## src/hw/rtl/pit_pkg.sv

```systemverilog
// Shared constants for the point-in-triangle area test.
`default_nettype none
package pit_pkg;
	localparam int COORD_BITS_DEF = 16;
	localparam int TOL_BITS       = 16;
	localparam logic [TOL_BITS-1:0] TOL_RESET = 16'd6554;
endpackage
`default_nettype wire

```

## src/hw/rtl/pit_isqrt.sv

```systemverilog
// Pipelined floor square root, one result bit per stage.
`default_nettype none
module pit_isqrt import pit_pkg::*; #(
	parameter int W = 4*COORD_BITS_DEF + 6
) (
	input  wire logic             clk,
	input  wire logic             arst_n,
	input  wire logic             in_valid,
	input  wire logic [W-1:0]     in_n,
	output logic                  out_valid,
	output logic [W/2-1:0]        out_root
);
	localparam int H = W / 2;
	localparam int RM = H + 2;

	logic [RM-1:0] rem_s  [H+1];
	logic [H-1:0]  root_s [H+1];
	logic [W-1:0]  n_s    [H+1];
	logic [H:0]    vld_s;

	always_comb begin
		rem_s[0]  = '0;
		root_s[0] = '0;
		n_s[0]    = in_n;
		vld_s[0]  = in_valid;
	end

	for (genvar k = 0; k < H; k++) begin : g_stage
		logic [RM-1:0] rem2;
		logic [RM-1:0] trial;
		logic          take;
		always_comb begin
			rem2  = {rem_s[k][RM-3:0], n_s[k][W-1:W-2]};
			trial = {root_s[k], 2'b01};
			take  = rem2 >= trial;
		end
		always_ff @(posedge clk or negedge arst_n) begin
			if (!arst_n) begin
				vld_s[k+1] <= 1'b0;
			end else begin
				vld_s[k+1] <= vld_s[k];
			end
		end
		always_ff @(posedge clk) begin
			rem_s[k+1]  <= take ? rem2 - trial : rem2;
			root_s[k+1] <= {root_s[k][H-2:0], take};
			n_s[k+1]    <= {n_s[k][W-3:0], 2'b00};
		end
	end

	assign out_valid = vld_s[H];
	assign out_root  = root_s[H];
endmodule
`default_nettype wire

```

## config.mk

```make
export PLATFORM = sky130hd
export DESIGN_NAME = pit_isqrt
export DESIGN_NICKNAME = d
export VERILOG_FILES = /design/src/hw/rtl/pit_pkg.sv /design/src/hw/rtl/pit_isqrt.sv
export SDC_FILE = /design/constraint.sdc
export NUM_CORES = 2
export LEC_CHECK = 0
export BUFFER_PORTS_ARGS = -buffer_cell sky130_fd_sc_hd__buf_4
export CAP_MARGIN = 20
export CELL_PAD_IN_SITES_DETAIL_PLACEMENT = 1
export CELL_PAD_IN_SITES_GLOBAL_PLACEMENT = 1
export CORE_MARGIN = 2
export CORE_UTILIZATION = 40
export DETAILED_ROUTE_END_ITERATION = 16
export GPL_ROUTABILITY_DRIVEN = 0
export PLACE_DENSITY = 0.7
export SYNTH_ARGS = -nofsm -noshare
export SYNTH_HDL_FRONTEND = slang
export SYNTH_SLANG_ARGS = --single-unit
```

## constraint.sdc

```tcl
create_clock -name clk -period 3.32 [get_ports clk]
set_input_delay 0.332 -clock clk [delete_from_list [all_inputs] [get_ports clk]]
set_output_delay 0.332 -clock clk [all_outputs]
set_load 0.01 [all_outputs]
```

==> out/qor.txt <==
I/O Buffers = 108
Worst slack at placement = -0.297 ns
Largest fanout on the critical path = 4
Register area share after synthesis = 0.556
Slew HR = 0.362
Highest-count cells in the layout ignoring fill and taps = sky130_fd_sc_hd__dfxtp_1, sky130_fd_sc_hd__nand2_1, sky130_fd_sc_hd__inv_1
GRT met2 Usage = 0.354
R2R Setup Slk = -0.13 ns
Number of enable-type register cells in the synthesized netlist = 0
Global-route layer with the greatest usage = met2
Total congestion overflow after global routing = 0
Crit share post-route = 1.04
Share of synthesized registers carrying an async set or reset = 0.0117
Post-synthesis cell count = 10.6k
Starting Density = 0.403
Clock period minus final worst setup slack = 3.45 ns
Mean area per synthesized cell = 10.2 sq um
Post-route total power = 100 mW
Estimated wirelength of the detail-placed design = 201000 microns
Kind of path behind the tightest hold check = in -> reg
Leakage power summed over all cells = 60.6 nW
Net count of the mapped netlist = 11.3k
Fin nets = 12.2k
Count of routing violations after the opening detailed-route iteration = 3546
DIE AREA = 0.274 sq mm
Area growth from synthesis to layout = 20.5%
Maximum number of pins on one net before global-route repair = 42
Post-synth top flop = sky130_fd_sc_hd__dfxtp_1
Start-to-end type of the worst setup path = reg -> reg
Failing checks = setup timing
WP data arrival = 4.22 ns
CTS H-tree lvls = 5
Post-synthesis register bit count = 2992
Least setup slack across all paths after layout = -0.129 ns
DRC Markers = 0
Number of top-level pins = 109
Worst reg2reg path endpoint = g_stage[12].rem2[9]
Root buf cell = sky130_fd_sc_hd__clkbuf_16
Slew at the pin with the worst max-slew slack = 0.948 ns
Power per unit of standard cell area = 769 mW/mm^2
GR met1 Demand/Resource = 0.229
Synthesis warning total = 0
Synthesized area = 0.108 sq mm
Number of cells on the worst reg-to-reg path = 9
Utilization after layout = 0.485
Startpoint type of the worst setup path = flop
Placeable Area = 0.268 sq mm
Clock buffer depth = 4
Aggregate global-route resource usage = 0.193
Skew-Pair Late Insertion Delay = 0.91 ns
Via total after detailed routing = 76.9k
Worst IR drop on VDD = 610 uV
Hold Vio Cnt, Final = 0
Routed wire length per instance = 17.8 microns
Clock tree from TritonCTS = built
Data required time at the worst endpoint = 4.09 ns
Met3 global-route usage = 0.0235
Global-route wire length before repair = 432000 microns
Height of the die = 524 microns
Critical Path, Cell by Cell = or4_4 -> or3_4 -> or4_4 -> or4_4 -> or3_4 -> nor3_4 -> buf_6 -> and3_4 -> mux2_4
Total Neg Setup Slack = -1.72 ns
Slowest stage cell, crit path = sky130_fd_sc_hd__or4_4
Sink of the worst hold path = n_s[2432]
Antenna violations before repair = 7
Via density = 5.04
Clock input transition at the sequential cells of the worst setup and hold paths = 0.06 ns
Crit. Startpoint = g_stage[11].rem2[24]
Via count of the first global-routing pass = 82.4k
Horiz. Die Dim = 524 microns
# rows = 190
Unique masters post-synth = 91
Final setup fails = 24
Share of cells above drive strength 1 = 0.134
Number of cells on the worst hold path = 2
Number of antenna-violating nets in the routed design = 0
Delay of the slowest cell on the worst path = 0.53 ns
Max-cap violation count = 0
Most common cell after layout, fill and taps aside = sky130_fd_sc_hd__dfxtp_1
Reg-to-reg critical path startpoint = g_stage[11].rem2[24]
Clock Skews = 0.0487 ns
Final wirelength = 271000 microns
Drt first pass iters = 5
Clk sink count = 2992
Hold_sp = in_n[50]
Run status = finished with violations
TritonCTS Buffers = 315
Highest clock frequency the design can meet = 290 MHz
Setup repair after global routing missed its margin = true
Most repeated library cell on the critical path = sky130_fd_sc_hd__or4_4
Endpoint kind of the worst setup timing path = flop
Final-report max-slew violation count = 0
==> how the worst max path moves through the flow <==
stage	to
2_1_floorplan	g_stage[12].rem2[9]
3_3_place_gp	g_stage[25].rem2[30]
3_5_place_dp	g_stage[18].rem2[29]
4_1_cts	g_stage[12].rem2[9]
5_1_grt	g_stage[12].rem2[30]
6_report	g_stage[12].rem2[9]
==> per-stage QoR <==
step	hold WS [ns]	instances	cell area (sq um)
global placement	0.278	14500	116000
finish	0.0792	15200	130000
CTS	0.000941	15200	129000
global route	0.0265	15200	130000
detailed placement	0.305	14500	116000
floorplan	0.0364	10600	108000
==> where the power goes <==
part | switching (mW) | total (mW) | internal [mW]
combinational | 9.51 | 17.5 | 8.03
sequential | 4.59 | 46.3 | 41.7
clock | 14.7 | 36.2 | 21.5
==> layer usage <==
layer / wire length [microns] / up-vias / part of all wire
met1: 115000 / 37300 / 0.42
met4: 10300 / 2 / 0.038
met2: 138000 / 1147 / 0.51
li1: - / 37800 / -
met3: 8610 / 601 / 0.032
met5: 13 / - / 0.000048
==> kinds of logic after synthesis <==
group	Yosys count	synth area share
fa+ha+maj	667	0.0773
buf+inv	1012	0.0355
xor+xnor	949	0.0770
simple gates	2752	0.125
flops	2992	0.556
compound gates	2120	0.120
other cells	1	0.0000347
mux	85	0.00869
==> synth_stat cells (all sizes together) (35+ instances only) <==
master	count	share of area
dfxtp	2957	0.55
nand2	850	0.030
inv	833	0.029
ha	667	0.077
o21ai	652	0.030
a21oi	608	0.028
nor2	568	0.020
xnor2	482	0.039
xor2	467	0.038
nor3	260	0.012
a21o	237	0.016
nand3	170	0.0079
clkbuf	156	0.0054
nand2b	143	0.0083
nor4	143	0.0083
o21a	111	0.0077
or3	103	0.0061
nor2b	100	0.0058
nand4	98	0.0057
mux2	70	0.0073
o31ai	68	0.0047
and3	66	0.0038
o21bai	55	0.0038
a31oi	53	0.0031
or4	53	0.0038
or2	49	0.0028
a211oi	47	0.0033
o211ai	47	0.0033
and2	38	0.0022
dfrtp	35	0.0081
==> flip-flops by register name, summed over array words and instances (netlist names) <==
signal         cells
g_stage.rem2    1205
n_s             1122
g_stage.trial    595
out_root          35
vld_s             34
out_valid          1
==> worst max-delay path: cells and delay by family, from the launching register on <==
kind / cells / cell delay, ns
buf+inv: 1 / 0.12
flops: 1 / 0.32
mux: 1 / 0.31
simple gates: 7 / 2.57
==> final cells by class <==
cell class | count | area, sq um
tap | 3552 | 4440
clock buffer | 430 | 8890
antenna | 6 | 15.0
clock inverter | 140 | 1910
multi-input combinational | 6575 | 45600
inverter | 834 | 3130
timing repair buffer | 718 | 6040
sequential | 2992 | 60100
fill | 29200 | 138000
==> timing repair <==
action | 4_1_cts | 5_1_grt
gates resized for setup | 74 | 301
pin swaps | 15 | 64
gates cloned | 4 | 7
setup endpoints to repair | 203 | 562
setup buffers | 11 | 35
hold buffers | 93 | 0
hold endpoints to repair | 107 | 0
(Power assumes the default switching activity.)
